File: src/rtl/assert_macros.svh
// Assertion macros shared by the servo PID RTL.
// No dependencies; include with the bare file name inside the module file.
`ifndef ASSERT_MACROS_SVH
`define ASSERT_MACROS_SVH

`ifndef SYNTHESIS

`define ASSERT_PROP(lbl, clk, rst_n, prop) \
	lbl: assert property (@(posedge clk) disable iff (!rst_n) (prop)) \
		else $error("%m: property failed");

`define ASSERT_IMPLIES(lbl, clk, rst_n, ante, cons) \
	lbl: assert property (@(posedge clk) disable iff (!rst_n) (ante) |-> (cons)) \
		else $error("%m: implication failed");

`else

`define ASSERT_PROP(lbl, clk, rst_n, prop)

`define ASSERT_IMPLIES(lbl, clk, rst_n, ante, cons)

`endif

`endif

File: src/rtl/spp_pkg.sv
// Shared widths, register indexes, reset values and status types for the servo PID.
// No dependencies; imported by every other file of the block except assert_macros.svh.
package spp_pkg;

	localparam int POS_W      = 10;
	localparam int DT_W       = 16;
	localparam int ANGLE_W    = 8;
	localparam int GAIN_W     = 12;
	localparam int DUTY_W     = 8;
	localparam int ERR_W      = 12;
	localparam int DERR_W     = 13;
	localparam int INTEG_W    = 32;
	localparam int FRAC_W     = 8;

	localparam int MUL_A_W    = 32;
	localparam int MUL_B_W    = 12;
	localparam int MUL_CNT_W  = 4;
	localparam int PROD_W     = 44;
	localparam int M1_PROD_W  = DT_W + POS_W;
	localparam int QUO_W      = 34;
	localparam int DIVR_W     = 16;
	localparam int DIV_CNT_W  = 6;
	localparam int P_W        = 23;
	localparam int TERM_W     = 35;
	localparam int SUM_W      = 36;

	// target = floor(angle * 1023 / 260) = (angle * TARGET_MULT) >> TARGET_SHIFT
	localparam int TGT_PROD_W   = 26;
	localparam int TARGET_SHIFT = 16;
	localparam logic [17:0] TARGET_MULT = 18'd257859;

	localparam logic [DIVR_W-1:0] MS_PER_S = 16'd1000;

	localparam logic [INTEG_W-1:0] INTEG_MAX = 32'h7FFF_FFFF;
	localparam logic [INTEG_W-1:0] INTEG_MIN = 32'h8000_0000;

	localparam int CFG_IDX_W  = 3;
	localparam int CFG_DATA_W = 12;

	localparam logic [CFG_IDX_W-1:0] REG_TARGET_ANGLE = 3'd0;
	localparam logic [CFG_IDX_W-1:0] REG_PROP_GAIN    = 3'd1;
	localparam logic [CFG_IDX_W-1:0] REG_INTEG_GAIN   = 3'd2;
	localparam logic [CFG_IDX_W-1:0] REG_DERIV_GAIN   = 3'd3;
	localparam logic [CFG_IDX_W-1:0] REG_LOW_STOP     = 3'd4;
	localparam logic [CFG_IDX_W-1:0] REG_HIGH_STOP    = 3'd5;

	localparam logic [ANGLE_W-1:0] RST_TARGET_ANGLE = 8'd0;
	localparam logic [GAIN_W-1:0]  RST_PROP_GAIN    = 12'd256;
	localparam logic [GAIN_W-1:0]  RST_INTEG_GAIN   = 12'd26;
	localparam logic [GAIN_W-1:0]  RST_DERIV_GAIN   = 12'd77;
	localparam logic [POS_W-1:0]   RST_LOW_STOP     = 10'd190;
	localparam logic [POS_W-1:0]   RST_HIGH_STOP    = 10'd940;

	typedef struct packed {
		logic busy;
		logic done;
	} arith_stat_t;

endpackage

File: src/rtl/spp_if.sv
// Valid/ready channel interfaces for the servo PID sample and duty beats.
// Depends on spp_pkg for the field widths.
interface spp_in_if import spp_pkg::*; ();
	logic               valid;
	logic               ready;
	logic [POS_W-1:0]   position_sample;
	logic [DT_W-1:0]    elapsed_ms;

	modport source (output valid, output position_sample, output elapsed_ms, input ready);
	modport sink (input valid, input position_sample, input elapsed_ms, output ready);
endinterface

interface spp_out_if import spp_pkg::*; ();
	logic               valid;
	logic               ready;
	logic [DUTY_W-1:0]  forward_duty;
	logic [DUTY_W-1:0]  reverse_duty;

	modport source (output valid, output forward_duty, output reverse_duty, input ready);
	modport sink (input valid, input forward_duty, input reverse_duty, output ready);
endinterface

File: src/rtl/spp_mul.sv
// Serial shift-add multiplier: one bit of the short operand per cycle.
// Depends on spp_pkg; product holds until the next start.
module spp_mul import spp_pkg::*; (
	input  logic                clk,
	input  logic                arst_n,
	input  logic                start,
	input  logic [MUL_A_W-1:0]  a,
	input  logic [MUL_B_W-1:0]  b,
	output arith_stat_t         stat,
	output logic [PROD_W-1:0]   product
);

	logic                 busy_q;
	logic                 done_q;
	logic [MUL_CNT_W-1:0] cnt_q;
	logic [PROD_W-1:0]    a_q;
	logic [MUL_B_W-1:0]   b_q;
	logic [PROD_W-1:0]    acc_q;

	always_ff @(posedge clk or negedge arst_n) begin
		if (!arst_n) begin
			busy_q <= 1'b0;
			done_q <= 1'b0;
			cnt_q  <= '0;
		end else begin
			done_q <= busy_q && (cnt_q == '0);
			if (start) begin
				busy_q <= 1'b1;
				cnt_q  <= MUL_CNT_W'(MUL_B_W - 1);
			end else if (busy_q) begin
				if (cnt_q == '0) begin
					busy_q <= 1'b0;
				end
				cnt_q <= cnt_q - 1'b1;
			end
		end
	end

	always_ff @(posedge clk) begin
		if (start) begin
			a_q   <= PROD_W'(a);
			b_q   <= b;
			acc_q <= '0;
		end else if (busy_q) begin
			if (b_q[0]) begin
				acc_q <= acc_q + a_q;
			end
			a_q <= a_q << 1;
			b_q <= b_q >> 1;
		end
	end

	assign stat.busy = busy_q;
	assign stat.done = done_q;
	assign product   = acc_q;

endmodule

File: src/rtl/spp_div.sv
// Serial restoring divider: one quotient bit per cycle, unsigned operands.
// Depends on spp_pkg; the dividend bits above the quotient must be below the divisor.
module spp_div import spp_pkg::*; (
	input  logic                clk,
	input  logic                arst_n,
	input  logic                start,
	input  logic [PROD_W-1:0]   dividend,
	input  logic [DIVR_W-1:0]   divisor,
	output arith_stat_t         stat,
	output logic [QUO_W-1:0]    quotient
);

	logic                 busy_q;
	logic                 done_q;
	logic [DIV_CNT_W-1:0] cnt_q;
	logic [DIVR_W-1:0]    rem_q;
	logic [QUO_W-1:0]     num_q;
	logic [DIVR_W-1:0]    divisor_q;

	logic [DIVR_W:0]      shifted;
	logic [DIVR_W+1:0]    diff;
	logic                 fits;
	logic [DIVR_W-1:0]    rem_next;

	always_comb begin
		shifted  = {rem_q, num_q[QUO_W-1]};
		diff     = {1'b0, shifted} - {2'b00, divisor_q};
		fits     = !diff[DIVR_W+1];
		rem_next = fits ? diff[DIVR_W-1:0] : shifted[DIVR_W-1:0];
	end

	always_ff @(posedge clk or negedge arst_n) begin
		if (!arst_n) begin
			busy_q <= 1'b0;
			done_q <= 1'b0;
			cnt_q  <= '0;
		end else begin
			done_q <= busy_q && (cnt_q == '0);
			if (start) begin
				busy_q <= 1'b1;
				cnt_q  <= DIV_CNT_W'(QUO_W - 1);
			end else if (busy_q) begin
				if (cnt_q == '0) begin
					busy_q <= 1'b0;
				end
				cnt_q <= cnt_q - 1'b1;
			end
		end
	end

	// quotient bits shift in at the bottom as dividend bits leave the top
	always_ff @(posedge clk) begin
		if (start) begin
			rem_q     <= DIVR_W'(dividend[PROD_W-1:QUO_W]);
			num_q     <= dividend[QUO_W-1:0];
			divisor_q <= divisor;
		end else if (busy_q) begin
			rem_q <= rem_next;
			num_q <= {num_q[QUO_W-2:0], fits};
		end
	end

	assign stat.busy = busy_q;
	assign stat.done = done_q;
	assign quotient  = num_q;

endmodule

File: src/rtl/servo_position_pid.sv
// Servo position PID: one sample in flight; the next sample is taken once the previous one
// reaches the duty register. Each sample runs four 12-step serial multiplies and two 34-step
// serial divides, one divide when elapsed_ms is zero. A finished duty beat waits in its own
// register while the next sample is computed; the next result holds in ST_OUT until it is taken.
// arst_n clears the integral and the previous error and loads the register defaults.
// Depends on spp_pkg, spp_if, spp_mul, spp_div and assert_macros.svh.
`include "assert_macros.svh"

module servo_position_pid import spp_pkg::*; (
	input  logic                  clk,
	input  logic                  arst_n,
	spp_in_if.sink                sample,
	spp_out_if.source             duty,
	input  logic                  wr_en,
	input  logic [CFG_IDX_W-1:0]  wr_index,
	input  logic [CFG_DATA_W-1:0] wr_data
);

	localparam logic [3:0] ST_IDLE = 4'd0;
	localparam logic [3:0] ST_TGT  = 4'd1;
	localparam logic [3:0] ST_ERR  = 4'd2;
	localparam logic [3:0] ST_M1   = 4'd3;
	localparam logic [3:0] ST_M2   = 4'd4;
	localparam logic [3:0] ST_M3   = 4'd5;
	localparam logic [3:0] ST_DI   = 4'd6;
	localparam logic [3:0] ST_M4   = 4'd7;
	localparam logic [3:0] ST_DD   = 4'd8;
	localparam logic [3:0] ST_SUM  = 4'd9;
	localparam logic [3:0] ST_OUT  = 4'd10;

	logic [3:0]          state_q;

	logic [ANGLE_W-1:0]  target_angle_q;
	logic [GAIN_W-1:0]   prop_gain_q;
	logic [GAIN_W-1:0]   integ_gain_q;
	logic [GAIN_W-1:0]   deriv_gain_q;
	logic [POS_W-1:0]    low_stop_q;
	logic [POS_W-1:0]    high_stop_q;

	logic [INTEG_W-1:0]  integral_q;
	logic [ERR_W-1:0]    prev_q;

	logic [POS_W-1:0]    pos_q;
	logic [DT_W-1:0]     dt_q;
	logic [ERR_W-1:0]    err_q;
	logic [P_W-1:0]      p_q;
	logic [TERM_W-1:0]   i_q;
	logic [TERM_W-1:0]   d_q;
	logic [SUM_W-1:0]    sum_q;
	logic                out_valid_q;
	logic [DUTY_W-1:0]   fwd_q;
	logic [DUTY_W-1:0]   rev_q;

	logic                accept;
	logic                out_load;

	logic [TGT_PROD_W-1:0] tgt_prod;
	logic [POS_W-1:0]      target;
	logic [ERR_W-1:0]      err_mag;
	logic [DERR_W-1:0]     derr;
	logic [DERR_W-1:0]     derr_mag;
	logic [INTEG_W-1:0]    integ_mag;
	logic [INTEG_W+1:0]    integ_step;
	logic [INTEG_W+1:0]    integ_sum;
	logic [INTEG_W-1:0]    integ_next;
	logic [PROD_W-1:0]     d_num;

	logic                  mul_start;
	logic [MUL_A_W-1:0]    mul_a;
	logic [MUL_B_W-1:0]    mul_b;
	arith_stat_t           mul_st;
	logic [PROD_W-1:0]     mul_prod;

	logic                  div_start;
	logic [PROD_W-1:0]     div_dividend;
	logic [DIVR_W-1:0]     div_divisor;
	arith_stat_t           div_st;
	logic [QUO_W-1:0]      div_quo;

	logic                  sum_neg;
	logic [SUM_W-1:0]      sum_mag;
	logic [SUM_W-FRAC_W-1:0] drv_whole;
	logic [DUTY_W-1:0]     drv_mag;
	logic                  stop_hit;
	logic [DUTY_W-1:0]     drv_final;

	assign accept       = sample.valid && sample.ready;
	assign sample.ready = (state_q == ST_IDLE);
	assign out_load     = (state_q == ST_OUT) && (!out_valid_q || duty.ready);

	assign duty.valid        = out_valid_q;
	assign duty.forward_duty = fwd_q;
	assign duty.reverse_duty = rev_q;

	// error terms and integral update
	always_comb begin
		tgt_prod  = TGT_PROD_W'(target_angle_q) * TGT_PROD_W'(TARGET_MULT);
		target    = tgt_prod[TARGET_SHIFT +: POS_W];
		err_mag   = err_q[ERR_W-1] ? (~err_q + 1'b1) : err_q;
		derr      = {err_q[ERR_W-1], err_q} - {prev_q[ERR_W-1], prev_q};
		derr_mag  = derr[DERR_W-1] ? (~derr + 1'b1) : derr;
		integ_mag = integral_q[INTEG_W-1] ? (~integral_q + 1'b1) : integral_q;

		integ_step = (INTEG_W+2)'(mul_prod[M1_PROD_W-1:0]);
		if (err_q[ERR_W-1]) begin
			integ_step = ~integ_step + 1'b1;
		end
		integ_sum = {{2{integral_q[INTEG_W-1]}}, integral_q} + integ_step;
		if ((integ_sum[INTEG_W+1] != integ_sum[INTEG_W-1]) ||
				(integ_sum[INTEG_W] != integ_sum[INTEG_W-1])) begin
			integ_next = integ_sum[INTEG_W+1] ? INTEG_MIN : INTEG_MAX;
		end else begin
			integ_next = integ_sum[INTEG_W-1:0];
		end

		// x * 1000 = x * 1024 - x * 16 - x * 8
		d_num = (PROD_W'(mul_prod[P_W-1:0]) << 10) - (PROD_W'(mul_prod[P_W-1:0]) << 4)
			- (PROD_W'(mul_prod[P_W-1:0]) << 3);
	end

	// launch the shared units as each step completes
	always_comb begin
		mul_start    = 1'b0;
		mul_a        = '0;
		mul_b        = '0;
		div_start    = 1'b0;
		div_dividend = '0;
		div_divisor  = '0;
		unique case (state_q)
			ST_ERR: begin
				mul_start = 1'b1;
				mul_a     = MUL_A_W'(dt_q);
				mul_b     = MUL_B_W'(err_mag);
			end
			ST_M1: begin
				mul_start = mul_st.done;
				mul_a     = MUL_A_W'(err_mag);
				mul_b     = prop_gain_q;
			end
			ST_M2: begin
				mul_start = mul_st.done;
				mul_a     = integ_mag;
				mul_b     = integ_gain_q;
			end
			ST_M3: begin
				div_start    = mul_st.done;
				div_dividend = mul_prod;
				div_divisor  = MS_PER_S;
			end
			ST_DI: begin
				mul_start = div_st.done;
				mul_a     = MUL_A_W'(derr_mag);
				mul_b     = deriv_gain_q;
			end
			ST_M4: begin
				div_start    = mul_st.done && (dt_q != '0);
				div_dividend = d_num;
				div_divisor  = dt_q;
			end
			default: begin
			end
		endcase
	end

	// truncate toward zero, clamp, then apply the end stops
	always_comb begin
		sum_neg   = sum_q[SUM_W-1];
		sum_mag   = sum_neg ? (~sum_q + 1'b1) : sum_q;
		drv_whole = sum_mag[SUM_W-1:FRAC_W];
		drv_mag   = (|drv_whole[SUM_W-FRAC_W-1:DUTY_W]) ? '1 : drv_whole[DUTY_W-1:0];
		stop_hit  = (drv_mag != '0) &&
			((sum_neg && (pos_q < low_stop_q)) || (!sum_neg && (pos_q > high_stop_q)));
		drv_final = stop_hit ? '0 : drv_mag;
	end

	always_ff @(posedge clk or negedge arst_n) begin
		if (!arst_n) begin
			target_angle_q <= RST_TARGET_ANGLE;
			prop_gain_q    <= RST_PROP_GAIN;
			integ_gain_q   <= RST_INTEG_GAIN;
			deriv_gain_q   <= RST_DERIV_GAIN;
			low_stop_q     <= RST_LOW_STOP;
			high_stop_q    <= RST_HIGH_STOP;
		end else if (wr_en) begin
			unique case (wr_index)
				REG_TARGET_ANGLE: target_angle_q <= wr_data[ANGLE_W-1:0];
				REG_PROP_GAIN:    prop_gain_q    <= wr_data[GAIN_W-1:0];
				REG_INTEG_GAIN:   integ_gain_q   <= wr_data[GAIN_W-1:0];
				REG_DERIV_GAIN:   deriv_gain_q   <= wr_data[GAIN_W-1:0];
				REG_LOW_STOP:     low_stop_q     <= wr_data[POS_W-1:0];
				REG_HIGH_STOP:    high_stop_q    <= wr_data[POS_W-1:0];
				default: begin
				end
			endcase
		end
	end

	always_ff @(posedge clk or negedge arst_n) begin
		if (!arst_n) begin
			state_q     <= ST_IDLE;
			integral_q  <= '0;
			prev_q      <= '0;
			out_valid_q <= 1'b0;
		end else begin
			if (out_load) begin
				out_valid_q <= 1'b1;
			end else if (duty.ready) begin
				out_valid_q <= 1'b0;
			end
			unique case (state_q)
				ST_IDLE: if (accept) state_q <= ST_TGT;
				ST_TGT:  state_q <= ST_ERR;
				ST_ERR:  state_q <= ST_M1;
				ST_M1: begin
					if (mul_st.done) begin
						integral_q <= integ_next;
						state_q    <= ST_M2;
					end
				end
				ST_M2:   if (mul_st.done) state_q <= ST_M3;
				ST_M3:   if (mul_st.done) state_q <= ST_DI;
				ST_DI:   if (div_st.done) state_q <= ST_M4;
				ST_M4: begin
					if (mul_st.done) begin
						state_q <= (dt_q == '0) ? ST_SUM : ST_DD;
					end
				end
				ST_DD:   if (div_st.done) state_q <= ST_SUM;
				ST_SUM:  state_q <= ST_OUT;
				ST_OUT: begin
					if (out_load) begin
						prev_q  <= err_q;
						state_q <= ST_IDLE;
					end
				end
				default: state_q <= ST_IDLE;
			endcase
		end
	end

	always_ff @(posedge clk) begin
		unique case (state_q)
			ST_IDLE: begin
				if (accept) begin
					pos_q <= {sample.position_sample[POS_W-1:2], 2'b00};
					dt_q  <= sample.elapsed_ms;
				end
			end
			ST_TGT: err_q <= ERR_W'(target) - ERR_W'(pos_q);
			ST_M2: begin
				if (mul_st.done) begin
					p_q <= err_q[ERR_W-1] ? (~{1'b0, mul_prod[P_W-2:0]} + 1'b1)
						: {1'b0, mul_prod[P_W-2:0]};
				end
			end
			ST_DI: begin
				if (div_st.done) begin
					i_q <= integral_q[INTEG_W-1] ? (~{1'b0, div_quo} + 1'b1) : {1'b0, div_quo};
				end
			end
			ST_M4: if (mul_st.done && (dt_q == '0)) d_q <= '0;
			ST_DD: begin
				if (div_st.done) begin
					d_q <= derr[DERR_W-1] ? (~{1'b0, div_quo} + 1'b1) : {1'b0, div_quo};
				end
			end
			ST_SUM: begin
				sum_q <= {{(SUM_W-P_W){p_q[P_W-1]}}, p_q}
					+ {{(SUM_W-TERM_W){i_q[TERM_W-1]}}, i_q}
					+ {{(SUM_W-TERM_W){d_q[TERM_W-1]}}, d_q};
			end
			ST_OUT: begin
				if (out_load) begin
					fwd_q <= sum_neg ? '0 : drv_final;
					rev_q <= sum_neg ? drv_final : '0;
				end
			end
			default: begin
			end
		endcase
	end

	spp_mul u_mul (
		.clk     (clk),
		.arst_n  (arst_n),
		.start   (mul_start),
		.a       (mul_a),
		.b       (mul_b),
		.stat    (mul_st),
		.product (mul_prod)
	);

	spp_div u_div (
		.clk      (clk),
		.arst_n   (arst_n),
		.start    (div_start),
		.dividend (div_dividend),
		.divisor  (div_divisor),
		.stat     (div_st),
		.quotient (div_quo)
	);

	`ASSERT_IMPLIES(a_mul_free, clk, arst_n, mul_start, !mul_st.busy)
	`ASSERT_IMPLIES(a_div_free, clk, arst_n, div_start, !div_st.busy)
	`ASSERT_IMPLIES(a_div_range, clk, arst_n, div_start, DIVR_W'(div_dividend[PROD_W-1:QUO_W]) < div_divisor)
	`ASSERT_IMPLIES(a_idle_units, clk, arst_n, state_q == ST_IDLE, !mul_st.busy && !div_st.busy)
	`ASSERT_IMPLIES(a_duty_excl, clk, arst_n, out_valid_q, (fwd_q == '0) || (rev_q == '0))

endmodule
File: src/flat_wrapper.sv
// flat-port wrapper written by rule: the top's interface ports become plain ports
module servo_position_pid_flat import spp_pkg::*;
  (clk, arst_n, wr_en, wr_index, wr_data, sample_valid, sample_position_sample, sample_elapsed_ms, sample_ready, duty_valid, duty_forward_duty, duty_reverse_duty, duty_ready);
  spp_in_if sample_i ();
  spp_out_if duty_i ();
  input  logic clk;
  input  logic arst_n;
  input  logic wr_en;
  input  logic [CFG_IDX_W-1:0] wr_index;
  input  logic [CFG_DATA_W-1:0] wr_data;
  input wire logic [$bits(sample_i.valid)-1:0] sample_valid;
  input wire logic [$bits(sample_i.position_sample)-1:0] sample_position_sample;
  input wire logic [$bits(sample_i.elapsed_ms)-1:0] sample_elapsed_ms;
  output wire logic [$bits(sample_i.ready)-1:0] sample_ready;
  output wire logic [$bits(duty_i.valid)-1:0] duty_valid;
  output wire logic [$bits(duty_i.forward_duty)-1:0] duty_forward_duty;
  output wire logic [$bits(duty_i.reverse_duty)-1:0] duty_reverse_duty;
  input wire logic [$bits(duty_i.ready)-1:0] duty_ready;
  assign sample_i.valid = sample_valid;
  assign sample_i.position_sample = sample_position_sample;
  assign sample_i.elapsed_ms = sample_elapsed_ms;
  assign sample_ready = sample_i.ready;
  assign duty_valid = duty_i.valid;
  assign duty_forward_duty = duty_i.forward_duty;
  assign duty_reverse_duty = duty_i.reverse_duty;
  assign duty_i.ready = duty_ready;
  servo_position_pid u_core (.clk(clk), .arst_n(arst_n), .sample(sample_i), .duty(duty_i), .wr_en(wr_en), .wr_index(wr_index), .wr_data(wr_data));
endmodule
File: config.mk
export PLATFORM = sky130hd
export DESIGN_NAME = servo_position_pid_flat
export DESIGN_NICKNAME = d
export VERILOG_FILES = /design/src/rtl/spp_pkg.sv /design/src/rtl/spp_if.sv /design/src/rtl/spp_mul.sv /design/src/rtl/spp_div.sv /design/src/rtl/servo_position_pid.sv /design/src/flat_wrapper.sv
export VERILOG_INCLUDE_DIRS = /design/src /design/src/rtl
export SDC_FILE = /design/constraint.sdc
export NUM_CORES = 1
export LEC_CHECK = 0
export BUFFER_PORTS_ARGS = -buffer_cell sky130_fd_sc_hd__buf_2
export CAP_MARGIN = 30
export CORE_MARGIN = 2
export CORE_UTILIZATION = 51
export CTS_CLUSTER_SIZE = 8
export DETAILED_ROUTE_END_ITERATION = 12
export GPL_TIMING_DRIVEN = 0
export PLACE_DENSITY = 0.67
export SKIP_CTS_REPAIR_TIMING = 1
export SYNTH_ARGS = -nofsm -noshare
export SYNTH_HDL_FRONTEND = slang
export SYNTH_SLANG_ARGS = --single-unit
File: constraint.sdc
create_clock -name clk -period 19.3 [get_ports clk]
set_input_delay 0.965 -clock clk [delete_from_list [all_inputs] [get_ports clk]]
set_output_delay 0.965 -clock clk [all_outputs]
set_load 0.01 [all_outputs]
After elaboration in Yosys (flattened, before gate mapping)
Cells that the tools add are included.

word-level totals
  memory bits (read-only) = 0
  register bits = 472
  memories = 0
  memory bits (writable) = 0
  latch bits = 0
  output and inout port bits = 18

cells by class
  magnitude comparators = 2
  bitwise logic cells = 7
  reduce and logical (&&, ||, !) cells = 42
  div/mod/pow operators = 0
  $mul = 1
  shift operators = 0
  eq/ne operators = 26
  add/sub/neg operators = 18
  multiplexer cells = 52

operators with widths
  kind                     count
  $mux W32                 5
  $mux W34                 4
  $pmux W32 S4             1
  $mux W35                 3
  $pmux W44 S2             1
  $pmux W35 S2             1
  $pmux W12 S4             1
  $add A44 B44 Y44         1
  $pmux W4 S11             1
  $sub A44 B26 Y44         1
  $mux W4                  10
  $add A23 B35 Y36         1
  $add A36 B1 Y36 const B  1
  $add A36 B36 Y36         1
  $mux W12                 3
  $mux W36                 1
  $not A36 Y36             1
  $add A35 B1 Y35 const B  1
  $not A34 Y35             1
  $add A34 B1 Y34 const B  1
  $add A34 B34 Y34         1
  $not A26 Y34             1
  $sub A33 B27 Y34         1
  $add A32 B1 Y32 const B  1
  other kinds (50)         104

Longest topological paths before layout
  depth in word-level cells = 8
  depth in mapped cells = 25

Hierarchy
From an unflattened synthesis, not the netlist that was laid out.

unflattened totals
  cell total of the unflattened synthesis = 3824
  area total of the unflattened synthesis = 35858.1 sq um

by module, submodules not included
  module              area each (sq um)  times used  cells each
  servo_position_pid  25254.2            1           2762
  spp_mul             6670.1             1           740
  spp_div             3933.8             1           322

Worst setup path before layout
No wires, ideal clock.

  path type = register to register
  from = reg u_core.target_angle_q[5]
  to = reg u_core.err_q[9] (data pin)
  slack = 13.092 ns
  library setup time = 0.258 ns
  period minus slack after synthesis = 6.208 ns
  arrival = 5.950 ns
  stages on the path, launching flop included = 23
  buffers on the path = 0
  required time = 19.042 ns
  cells stage by stage = dfrtp_1 fa_1 inv_1 fa_1 inv_1 fa_1 fa_1 ha_1 and4_1 a221o_1 or3_1 a31oi_1 nor3_1 and4_1 or3_1 a21oi_1 xnor2_1 ha_1 inv_1 o21bai_1 a21o_1 a21oi_1 xnor2_1

on the way
  cells in the longest elaborated chain, start to end = 2

ends and longest elaborated chain
  element                   RTL line                   text
  start: declaration        servo_position_pid.sv:33   logic [ANGLE_W-1:0] target_angle_q;
  start signal: assignment  servo_position_pid.sv:186  REG_TARGET_ANGLE: target_angle_q <= wr_data[ANGLE_W-1:0];
  $mul A8 B18 Y26           servo_position_pid.sv:97   tgt_prod = TGT_PROD_W'(target_angle_q) * TGT_PROD_W'(TARGET_MULT);
  $sub A10 B10 Y11          servo_position_pid.sv:249  ST_TGT: err_q <= ERR_W'(target) - ERR_W'(pos_q);
  end signal: assignment    servo_position_pid.sv:249
  end: declaration          servo_position_pid.sv:45   logic [ERR_W-1:0] err_q;

Every way passes these cells.
A chain may end at the register's enable or synchronous reset.

Final worst setup path
  from = reg u_core.u_mul.acc_q[1], in the netlist u_core.u_mul.product[1]
  to = reg u_core.integral_q[30]

on the way
  cells in the longest elaborated chain, start to end = 7

ends and longest elaborated chain
  element                          RTL line                                              text
  start: declaration               spp_mul.sv:18                                         logic [PROD_W-1:0] acc_q;
  start signal: assignment         spp_mul.sv:46                                         acc_q <= acc_q + a_q;
  $not A26 Y34 (*)                 servo_position_pid.sv:106                             integ_step = ~integ_step + 1'b1;
  $add A34 B1 Y34 (*)              servo_position_pid.sv:106
  $mux W34 (*)                     servo_position_pid.sv:105                             if (err_q[ERR_W-1]) begin
  via u_core.integ_step[18]        servo_position_pid.sv:63                              logic [INTEG_W+1:0] integ_step;
  $add A34 B34 Y34 (*)             servo_position_pid.sv:108                             integ_sum = {{2{integral_q[INTEG_W-1]}}, integral_q} + integ_step;
  $ne A1 B1 Y1 (on tied branches)  servo_position_pid.sv:109, servo_position_pid.sv:110
  $logic_or A1 B1 Y1               servo_position_pid.sv:109                             if ((integ_sum[INTEG_W+1] != integ_sum[INTEG_W-1]) ||
  $mux W32 (*)                     servo_position_pid.sv:109
  end signal: assignment           servo_position_pid.sv:216                             integral_q <= integ_next;
  end: declaration                 servo_position_pid.sv:40                              logic [INTEG_W-1:0] integral_q;

Mark *: on every way through the listed nets, which the timed path passes. The rest lies on a longest branch.

==> flow_summary.ini <==
[floorplanning]
die_area_sq_um = 68100
rows = 94
die_w_um = 261
initial_core_util = 0.514
ios = 64
die_h_um = 261
fp.coreArea_sq_um = 65500

[power]
power_leakage_nw = 15.0
power.density_nw_per_um2 = 105
max-vdd-ir-drop_uv = 475

[sta]
worst_pin_slew_ns = 0.997
fin_crit_ns = 7.11
period_share = 0.368
finalSetupTns_ns = 0
slew_viol_final = 0
clock_skew_ns = 0.0288
slew_headroom = 0.329
finalHoldViolCount = 0
setup_violations = 0
fmax_ghz = 0.141
rsz0062_at_grt = no

[clock_network]
cts.sinks = 472
cts_tree = done
clock_latency_ns = 0.62
cts_buffers = 69
ctsRootBufferMaster = clkbuf_16
htreeDepth = 3
path_clk_slew_ns = 0.06
clk_path_buf_depth = 3

[global_route]
grt_usage = 0.281
grt_pass1_wl_um = 148000
antenna_found_initial = 2
overflow = 0
first_global_vias = 26300
grt_max_degree = 65

[synthesis]
ys_ff_latch = 472
async_flop_share = 0.267
synth_edf_count = 284
synth_top_family_by_area = compound AO/OA/AOI/OAI gates
yosysWarnings = 0
syn_area_per_cell_sq_um = 9.75
yosysTopAreaCell = edfxtp_1
synth_mux_area_frac = 0.0272
synth_top_area_frac = 0.253
synth_area_leaders = edfxtp_1 (25%), ha_1 (9.9%), dfrtp_1 (7.9%)
synthCells = 3452
synthSimpleGateAreaFrac = 0.135
synth_compound_area_frac = 0.182
ys_seq_area_frac = 0.385
synth-xor-area-share = 0.0835
synth_flop_cell = edfxtp_1
syn_area_sq_um = 33700
synth_fp_nets = 3844
yosys.area_share.adder = 0.146
yosysUniqueCellTypes = 94

[placement]
gp_congestion = 1.00
io_buffer_count = 61
hpwl_um = 74300
placed_cells = 4389

[routing]
wl_per_cell_um = 21.0
wl_um = 94500
ant_nets = 0
viasPerCell = 5.94
drtIter0Drc = 2039
vias = 26800
drc = 0
firstDrtPassIters = 6

[run]
maxCapViolCount = 0

[layout]
drive_above_1_share = 0.0768
area.growth.synth_to_final_pct = 11.1
fin_cells = 4511
antenna-diode-count = 0
nNetsFinal = 3988
fill_cells = 5730

[critical_path]
crit_fanout = 10
endpoint_kind = register
cp.required_ns = 19.83
crit_type = register to register
cp.arrival_ns = 7.64
ff2ff_path_depth = 22
cp-start-kind = register

[min_path]
holdCritPathClass = primary input to async pin

[status]
outcome = finished clean
==> through the flow <==
step / setup WS, ns / utilization / power [W] / cell area, sq um / hold slack (ns)
after CTS: 12.25 / 0.571 / 0.00396 / 37400 / 0.356
after detailed placement: 12.32 / 0.539 / 0.00279 / 35300 / 0.482
after global routing: 11.91 / 0.571 / 0.00420 / 37400 / 0.401
after floorplan: 13.09 / - / 0.00238 / 33700 / 0.443
after global placement: 12.26 / 0.535 / 0.00276 / 35100 / 0.470
final: 12.19 / 0.571 / 0.00392 / 37400 / 0.350
==> final cells by class <==
type | instances | area (sq um) | area share
repair buffers | 73 | 537 | 0.0143
clock buffers | 117 | 1980 | 0.0529
multi-input cells | 2615 | 19400 | 0.517
well taps | 864 | 1080 | 0.0289
plain buffers | 126 | 508 | 0.0136
flip-flops and latches | 472 | 12900 | 0.346
inverters | 239 | 897 | 0.0240
clock inverters | 5 | 101 | 0.00271
==> cell families (layout without fill, tap and decap cells) <==
| kind of cell | Yosys count | in the layout |
|---|---|---|
| simple gates | 937 | 937 |
| compound gates | 928 | 928 |
| flops | 472 | 472 |
| buf+inv | 365 | 560 |
| fa+ha+maj | 346 | 346 |
| xor+xnor | 320 | 320 |
| mux | 84 | 84 |
==> final timing paths <==
check	start	to	slack, ns
min in group clk	u_core.prev_q[0]	u_core.prev_q[0]	0.49
max	u_core.u_mul.product[1]	u_core.integral_q[30]	12.19
min	arst_n	u_core.low_stop_q[6]	0.35
max in group asynchronous	arst_n	u_core.integral_q[28]	18.14
max reg2reg	u_core.u_mul.product[1]	u_core.integral_q[30]	12.19
min reg2reg	u_core.prev_q[0]	u_core.prev_q[0]	0.49
==> metal layers <==
layer / wire length (um) / global-route usage / vias up / part of all wire
met2: 46000 / 0.487 / 789 / 0.49
met1: 39800 / 0.356 / 12900 / 0.42
met3: 4860 / 0.0312 / 205 / 0.051
met4: 3830 / 0.117 / 2 / 0.040
li1: - / - / 12900 / -
met5: 7 / 0 / - / 0.000074
==> flip-flops by register name (all words and copies together), names as in the netlist, 10 cells and up <==
| register | count |
|---|---|
| u_core.d_q | 35 |
| u_core.i_q | 35 |
| u_core.p_q | 23 |
| u_core.u_div.quotient | 34 |
| u_core.prop_gain_q | 12 |
| u_core.prev_q | 11 |
| u_core.err_q | 11 |
| u_core.u_mul.product | 44 |
| u_core.deriv_gain_q | 12 |
| u_core.integral_q | 32 |
| u_core.sum_q | 36 |
| u_core.u_div.rem_q | 16 |
| u_core.dt_q | 16 |
| u_core.low_stop_q | 10 |
| u_core.u_mul.b_q | 12 |
| u_core.high_stop_q | 10 |
| u_core.u_mul.a_q | 44 |
| u_core.u_div.divisor_q | 16 |
| u_core.integ_gain_q | 12 |
==> report_power, final <==
group,leakage [nW],total (W),internal (W),switching [W]
Sequential,4.10,0.00121,0.00119,0.0000214
Clock,0.988,0.00116,0.000698,0.000458
Combinational,9.87,0.00156,0.000677,0.000878
Total,15.0,0.00392,0.00256,0.00136
==> synthesized netlist by cell type (all sizes together), types with 26 or more instances <==
cell and count:
nand2 297, edfxtp 284, ha 266, a21oi 243, inv 238, nor2 235
o21ai 199, xnor2 196, xor2 124, dfrtp 106, clkbuf 103, a21o 102
fa 80, nor3 68, dfxtp 62, o21a 61, mux2 59, nand3 58
or3 48, a221o 37, o31ai 37, nand2b 34, nand4 31, and3 30
a31oi 29, nor4 26
==> worst max-delay path, stage by stage (launching register included) <==
cell and delay (ns):
dfxtp_1 0.43, inv_1 0.28, ha_1 0.30, or3b_4 0.45
or3_1 0.43, nor3_1 0.16, nand2_1 0.14, or3_1 0.44
o21ai_0 0.22, xnor2_1 0.30, ha_1 0.40, a21o_1 0.21
a21o_1 0.18, a211oi_1 0.23, a31oi_1 0.24, and4_1 0.33
o311a_1 0.36, o41ai_1 0.38, xnor2_1 0.20, nand3_2 0.13
a21oi_1 0.54, clkbuf_1 0.48, a221o_1 0.20
==> placed cells by master (no fill, tap or decap), drive strengths merged, types with 22 or more instances in the layout <==
master / instances
a211oi: 22
a221o: 37
dfrtp: 106
nand2: 297
nor4: 26
dfxtp: 62
a221oi: 25
fa: 80
and3: 30
nor2b: 24
ha: 266
a21o: 102
mux2: 59
buf: 96
nor2: 235
and2: 25
xor2: 124
mux2i: 25
inv: 239
o21a: 61
o31ai: 37
a21oi: 243
nand2b: 34
xnor2: 196
edfxtp: 284
o21bai: 24
a31oi: 29
o21ai: 199
nand3: 58
nor3: 68
clkbuf: 220
nand4: 31
or3: 48
Power figures use the tool's default switching activity.
